[config.mk]
export PLATFORM = sky130hd
export DESIGN_NAME = pgb_div_cell
export DESIGN_NICKNAME = d
export VERILOG_FILES = /design/src/pgb_pkg.sv /design/src/pgb_div_cell.sv
export SDC_FILE = /design/constraint.sdc
export NUM_CORES = 1
export LEC_CHECK = 0
export ABC_AREA = 0
export BUFFER_PORTS_ARGS = -buffer_cell sky130_fd_sc_hd__buf_2
export CORE_MARGIN = 3
export CORE_UTILIZATION = 46
export CTS_BUF_LIST = sky130_fd_sc_hd__clkbuf_8 sky130_fd_sc_hd__clkbuf_16
export DETAILED_ROUTE_END_ITERATION = 16
export PLACE_DENSITY_LB_ADDON = 0.3
export SYNTH_ARGS = -nofsm -noshare
export SYNTH_HDL_FRONTEND = slang
export SYNTH_SLANG_ARGS = --single-unit
[constraint.sdc]
create_clock -name clk -period 0.8 [get_ports clk]
set_clock_uncertainty 0.1 [all_clocks]
set_input_delay 0.08 -clock clk [delete_from_list [all_inputs] [get_ports clk]]
set_output_delay 0.08 -clock clk [all_outputs]
set_load 0.01 [all_outputs]
[src/pgb_pkg.sv]
// pgb_pkg: shared widths, register indexes, side-band struct and the arctangent table
// for the polar point grid binning pipeline; used by every module of the block
`default_nettype none

package pgb_pkg;

    localparam int XYW   = 16;
    localparam int CONFW = 16;
    localparam int RSW   = 15;
    localparam int ASPW  = 16;
    localparam int CFGW  = 16;
    localparam int OUTW  = 6;

    // cordic x/y and angle widths, angle in units of 2^-32 rad
    localparam int XW = 36;
    localparam int ZW = 36;

    // column arithmetic widths
    localparam int PW  = 52;
    localparam int ASW = 50;
    localparam int MW  = 52;
    localparam int PIW = 35;

    // 180 degrees * 128 * 2
    localparam int DEG_SCALE = 46080;

    localparam logic [0:0] REG_RANGE_SPAN = 1'b0;
    localparam logic [0:0] REG_ANGLE_SPAN = 1'b1;

    typedef struct packed {
        logic [CONFW-1:0] conf;
        logic             first;
        logic             ok;
        logic             neg;
        logic             org;
    } side_t;

    // atan(2^-i) in units of 2^-32 rad, from integer series at 2^-60 then rounded
    function automatic logic [ZW-1:0] atan_entry(input int unsigned i);
        logic [63:0]  v;
        logic [63:0]  p;
        logic [63:0]  term;
        logic [63:0]  r;
        int unsigned  s;
        int unsigned  base;
        v    = 64'd0;
        base = (i == 0) ? 1 : i;
        for (int unsigned k = 0; k < 64; k++)
        begin
            s = base * (2 * k + 1);
            if (s < 60)
            begin
                term = (64'd1 << (60 - s)) / 64'(2 * k + 1);
                v    = k[0] ? v - term : v + term;
            end
        end
        if (i == 0)
        begin
            p = (64'd1 << 60) / 64'd3;
            for (int unsigned k = 0; k < 40; k++)
            begin
                if (p != 64'd0)
                begin
                    term = p / 64'(2 * k + 1);
                    v    = k[0] ? v - term : v + term;
                    p    = p / 64'd9;
                end
            end
        end
        r = (v + (64'd1 << 27)) >> 28;
        return r[ZW-1:0];
    endfunction

    localparam logic [ZW-1:0]        ATAN_ONE = atan_entry(0);
    localparam logic signed [ZW-1:0] HALF_PI  = ZW'({ATAN_ONE, 1'b0});
    localparam logic [PIW-1:0]       PI_Z     = PIW'({ATAN_ONE, 2'b00});

endpackage

`default_nettype wire

[src/pgb_div_cell.sv]
// pgb_div_cell: one cell of the divider chain, one quotient bit of the row and one of
// the column per cell; depends on pgb_pkg
`default_nettype none

module pgb_div_cell #(
    parameter int RREMW = 24,
    parameter int RDIVW = 16,
    parameter int CREMW = 60,
    parameter int CDIVW = 52,
    parameter int QW    = 7,
    parameter int SH    = 6
) (
    input  wire logic              clk,
    input  wire logic              rst_n,
    input  wire logic              en,
    input  wire logic              up_valid,
    input  wire logic [RREMW-1:0]  up_rrem,
    input  wire logic [RDIVW-1:0]  up_rdiv,
    input  wire logic [QW-1:0]     up_rq,
    input  wire logic [CREMW-1:0]  up_crem,
    input  wire logic [CDIVW-1:0]  up_cdiv,
    input  wire logic [QW-1:0]     up_cq,
    input  wire pgb_pkg::side_t    up_side,
    output logic                   dn_valid,
    output logic [RREMW-1:0]       dn_rrem,
    output logic [RDIVW-1:0]       dn_rdiv,
    output logic [QW-1:0]          dn_rq,
    output logic [CREMW-1:0]       dn_crem,
    output logic [CDIVW-1:0]       dn_cdiv,
    output logic [QW-1:0]          dn_cq,
    output pgb_pkg::side_t         dn_side
);

    localparam int RCW = RREMW + RDIVW;
    localparam int CCW = CREMW + CDIVW;

    logic                  valid_reg;
    logic [RREMW-1:0]      rrem_reg, rrem_next;
    logic [RDIVW-1:0]      rdiv_reg;
    logic [QW-1:0]         rq_reg, rq_next;
    logic [CREMW-1:0]      crem_reg, crem_next;
    logic [CDIVW-1:0]      cdiv_reg;
    logic [QW-1:0]         cq_reg, cq_next;
    pgb_pkg::side_t        side_reg;
    logic [RCW-1:0]        rsh;
    logic [CCW-1:0]        csh;
    logic                  rge, cge;

    always_comb
    begin
        rsh       = RCW'(up_rdiv) << SH;
        rge       = (RCW'(up_rrem) >= rsh);
        rrem_next = rge ? RREMW'(RCW'(up_rrem) - rsh) : up_rrem;
        rq_next   = up_rq;
        rq_next[SH] = rge;

        csh       = CCW'(up_cdiv) << SH;
        cge       = (CCW'(up_crem) >= csh);
        crem_next = cge ? CREMW'(CCW'(up_crem) - csh) : up_crem;
        cq_next   = up_cq;
        cq_next[SH] = cge;
    end

    always_ff @(posedge clk or negedge rst_n)
    begin
        if (!rst_n)
            valid_reg <= 1'b0;
        else if (en)
            valid_reg <= up_valid;
    end

    always_ff @(posedge clk)
    begin
        if (en)
        begin
            rrem_reg <= rrem_next;
            rdiv_reg <= up_rdiv;
            rq_reg   <= rq_next;
            crem_reg <= crem_next;
            cdiv_reg <= up_cdiv;
            cq_reg   <= cq_next;
            side_reg <= up_side;
        end
    end

    assign dn_valid = valid_reg;
    assign dn_rrem  = rrem_reg;
    assign dn_rdiv  = rdiv_reg;
    assign dn_rq    = rq_reg;
    assign dn_crem  = crem_reg;
    assign dn_cdiv  = cdiv_reg;
    assign dn_cq    = cq_reg;
    assign dn_side  = side_reg;

endmodule

`default_nettype wire

Yosys cells after proc, flatten, opt, wreduce, memory -nomap -nowiden

Cells that the tools add are included.

Register bits after elaboration: 187
Input bits: 190
Word-level logic and storage cells: 18

Add/subtract/negate cells: 2
Magnitude comparators: 2
Muxes and demuxes: 2

Operator list:

| kind           | number |
|---|---|
| $ge 60x58->1   | 1 |
| $mux 60        | 1 |
| $sub 60x58->60 | 1 |
| $ge 24x22->1   | 1 |
| $mux 24        | 1 |
| $sub 24x22->24 | 1 |

Logic depth before layout (Yosys ltp)

Word-level depth: 2
Depth in mapped cells: 14
Depth with buffers taken out: 13

Least setup slack after synthesis

OpenSTA, ideal clock, no wires.

Path type: input-to-reg
Start point: input up_crem[6]
End point: register crem_reg[41], in the netlist dn_crem[41], data pin
Setup time: 262 ps
Arrival time: 2265 ps
Path slack: -1827 ps
Stages on the path: 13
Cells stage by stage: inv_1 ha_1 inv_1 fa_1 a221o_1 o211ai_2 a211oi_2 o21ai_1 a21oi_2 nor2_2 inv_2 buf_2 mux2_1

Longest elaborated chain between the ends: 2
Elaborated cells on any way between the ends: 3

Ends and longest elaborated chain:

| what                                           | RTL line                               | source |
|---|---|---|
| start, declared                                | pgb_div_cell.sv:20                     | `input wire logic [CREMW-1:0] up_crem,` |
| $sub 60x58->60 or $ge 60x58->1 (tied branches) | pgb_div_cell.sv:59, pgb_div_cell.sv:58 |  |
| $mux 60 (*)                                    | pgb_div_cell.sv:59                     | `crem_next = cge ? CREMW'(CCW'(up_crem) - csh) : up_crem;` |
| named net crem_next[41]                        | pgb_div_cell.sv:41                     | `logic [CREMW-1:0] crem_reg, crem_next;` |
| end signal, assigned                           | pgb_div_cell.sv:79                     | `crem_reg <= crem_next;` |
| end, declared                                  | pgb_div_cell.sv:41                     |  |

The timed path passes the listed nets; every way through them passes the cells marked *.
A chain may end at the register's enable or synchronous reset.

Worst setup path after layout

Start point: input up_rrem[6]
End point: register rrem_reg[14], in the netlist dn_rrem[14], data pin

Longest elaborated chain between the ends: 2
Elaborated cells on any way between the ends: 3

Ends and longest elaborated chain:

| what                                           | RTL line                               | source |
|---|---|---|
| start, declared                                | pgb_div_cell.sv:17                     | `input wire logic [RREMW-1:0] up_rrem,` |
| $sub 24x22->24 or $ge 24x22->1 (tied branches) | pgb_div_cell.sv:53, pgb_div_cell.sv:52 |  |
| $mux 24 (*)                                    | pgb_div_cell.sv:53                     | `rrem_next = rge ? RREMW'(RCW'(up_rrem) - rsh) : up_rrem;` |
| named net rrem_next[14]                        | pgb_div_cell.sv:38                     | `logic [RREMW-1:0] rrem_reg, rrem_next;` |
| end signal, assigned                           | pgb_div_cell.sv:76                     | `rrem_reg <= rrem_next;` |
| end, declared                                  | pgb_div_cell.sv:38                     |  |

Marked as above.

==> flow_summary.toml <==
[outcome]
status = "complete, but fails checks"
violations = "hold timing, setup timing"

[routing]
avgRoutedWirePerCell_um = 21.7
viasPerCell = 5.60
drc_errors = 0
wirelength_um = 46700
antenna_left = 0
drt_iter0_markers = 1050
first_pass_iters = 7
via_count = 12100

[setup_path]
crit_arrival_ps = 2510
crit_path_end_kind = "register"
crit_slowest_cell = "fa_2"
start_kind = "primary input"
critical_path_class = "in -> reg"
cp_data_required_time_ps = 850
crit_fanout = 2
crit_chain = "buf_2 -> inv_1 -> ha_4 -> fa_2 -> buf_4 -> nor2b_1 -> o21ai_2 -> a21oi_2 -> o21ai_1 -> nand2b_1 -> a21o_1 -> a21oi_2 -> xor2_1 -> mux2i_1"
path_common_cell = "a21oi_2"
r2r-end = "dn_valid$_DFFE_PN0P_"
cpPeakStageDelay_ps = 400
r2r_start = "dn_valid$_DFFE_PN0P_"
rrSetupSlack_ps = -200
rr_worst_depth = 2

[timing]
grt_setup_unrepaired = "yes"
tns_ps = -171390
hold_viol_final = 44
fin_hold_ws_ps = -246
max_freq_ghz = 0.406
worst_slack_ps = -1660
period_share = 3.08
min_period_ps = 2460
maxSlewViolCount = 0
setup_viol = 263
relSlewSlack = 0.675
worst_slew_pin_slew_ps = 484

[logic_synthesis]
yosys_warnings = 0
syn_inst = 1015
yosys-top-cells-count = "186 x edfxtp_1, 102 x a21oi_1, 91 x nor2_1"
synth_most_common_cell = "edfxtp_1"
synth_edf_count = 186
yosys-top-cells-area = "edfxtp_1 52%, ha_1 7.9%, a21oi_1 4.7%, nor2_1 3.2%, inv_1 3.1%"
ys_ff_latch = 187
synth_flop_cell = "edfxtp_1"
netlist_area_mm2 = 0.0108
yosysTopAreaCell = "edfxtp_1"
ys_async_sr_fraction = 0.00535
synth.distinct_cells = 73
synth_seq_area_share = 0.521
syn_nets = 1275
avgSynthCellArea_um2 = 10.6
synth_top_cell_area_share = 0.519

[floorplan]
dieArea_mm2 = 0.0253
rows = 55
fp.dieW_um = 159
fp.dieH_um = 159
coreArea_mm2 = 0.0228
start_util = 0.471
pin_count = 377

[placed_design]
place_worst_setup_slack_ps = -2190
port_buffers = 374
gp_congestion = 0.925
place_area_mm2 = 0.0154
hpwl_um = 27800

[global_route]
grt_pass1_vias = 12100
grt_pass1_wl_um = 66100
grt_max_degree = 42
grt_usage = 0.331
antenna_found_initial = 6
overflow = 0

[power_and_ir_drop]
ir_worst_vdd_mv = 1.31
seqPwrFrac = 0.377
intPower_w = 0.0222
p_comb_frac = 0.349
leakage_nw = 8.64
p_per_area_mw_per_mm2 = 1730
swShare = 0.332
p_sw_w = 0.0110
pwr-share-clk = 0.274

[clock_network]
h-tree-depth = 4
cts.reportedPaths.clkPinSlew_ps = 80
cts_buffers = 17
cts_tree = "done"
postCtsHoldBufs = 134
insertion_delay_ps = 440
cts_sinks = 187
clockBufferDepth = 2
clock-root-buffer = "clkbuf_16"

[layout]
fin_nets = 2083
final_area_mm2 = 0.0192
layout-drive-gt1-share = 0.527
synthToLayoutAreaGrowth_pct = 78.6

[worst_hold_path]
hold_path_class = "in -> reg"
hp-start = "up_rdiv[0]"
whs_path_depth = 1
hold_end = "dn_rdiv[0]$_DFFE_PP_"

[flow_run]
maxCapViolCount = 0
[per-layer routing]
metal  GRT usage  vias to the layer above  part of all wire
met3      0.0702                      223             0.082
met4       0.168                        0             0.062
li1            -                     5356                 -
met1       0.388                     5733              0.36
met5           0                        -                 0
met2       0.575                      747              0.50
[critical path, delay by kind of cell]
| family | cells | cell delay [ps] |
|---|---|---|
| compound gates | 5 | 690 |
| xor+xnor | 1 | 330 |
| fa+ha+maj | 2 | 580 |
| buf+inv | 3 | 320 |
| mux | 1 | 220 |
| simple gates | 2 | 310 |
[worst max path at each step]
stage / start / endpoint
after floorplan: up_crem[6] / dn_crem[41]$_DFFE_PP_
after global placement: up_cdiv[4] / dn_crem[36]$_DFFE_PP_
after detailed placement: up_cdiv[4] / dn_crem[49]$_DFFE_PP_
after CTS: up_cdiv[4] / dn_crem[59]$_DFFE_PP_
after global routing: up_rrem[6] / dn_rrem[14]$_DFFE_PP_
final: up_rrem[6] / dn_rrem[14]$_DFFE_PP_
[cells by family after synthesis]
group	count (synthesis)	synth area share
buffers and inverters	133	0.0499
flip-flops	187	0.521
adder cells (fa/ha/maj)	70	0.0827
multiplexers	9	0.00918
AND/OR/NAND/NOR	272	0.119
XOR/XNOR	57	0.0464
AO/OA/AOI/OAI	287	0.172
[timing repair]
item                                    in CTS  in global routing
cloned                                       6                  1
resized for setup                          219                123
buffers inserted                            25                  6
pin swaps                                   67                 42
endpoints found under the setup margin     262                262
endpoints found under the hold margin      181                 42
[cell type report]
class	count	area, um^2
multi-input cells	696	6010
inverters	91	382
fillers	1205	3620
repair buffers	830	6210
clock buffers	17	425
diodes	6	15.0
flip-flops and latches	187	5610
well taps	313	392
clock inverters	15	188
[power by group through the flow]
stage	Clock, W	Combinational (W)	Sequential, W
after global routing	0.00950	0.0122	0.0126
final	0.00910	0.0116	0.0125
after CTS	0.00899	0.0103	0.0124
after detailed placement	0	0.00871	0.0126
after floorplan	0	0.00369	0.0132
after global placement	0	0.00855	0.0126
[metrics by stage]
step	power [W]	cells	util
3_3_place_gp	0.0212	1945	0.672
3_5_place_dp	0.0213	1945	0.672
4_1_cts	0.0317	2142	0.814
2_1_floorplan	0.0169	1015	-
5_1_grt	0.0343	2155	0.842
6_report	0.0332	2155	0.842
[state kept, by name, indices dropped and copies added, names as in the netlist]
register / flops
dn_cdiv: 52
dn_side: 20
dn_rrem: 24
dn_valid: 1
dn_rq: 7
dn_cq: 7
dn_rdiv: 16
dn_crem: 60
[cell usage in the layout, fill, tap and decap left out, types with 11 or more instances in the layout]
| cell | instances |
|---|---|
| a21o_1 | 36 |
| a21oi_1 | 71 |
| a21oi_2 | 30 |
| and3_1 | 12 |
| buf_12 | 14 |
| buf_2 | 344 |
| buf_4 | 283 |
| buf_6 | 42 |
| clkbuf_16 | 18 |
| dlygate4sd3_1 | 134 |
| edfxtp_1 | 186 |
| ha_1 | 28 |
| ha_4 | 39 |
| inv_1 | 65 |
| inv_2 | 18 |
| nand2_1 | 60 |
| nand4_1 | 22 |
| nor2_1 | 48 |
| nor2_2 | 22 |
| nor2_4 | 22 |
| nor3_1 | 11 |
| o21ai_0 | 27 |
| o21ai_1 | 18 |
| o21ai_2 | 15 |
| xnor2_1 | 33 |
| xor2_1 | 22 |
(Power assumes the default switching activity.)
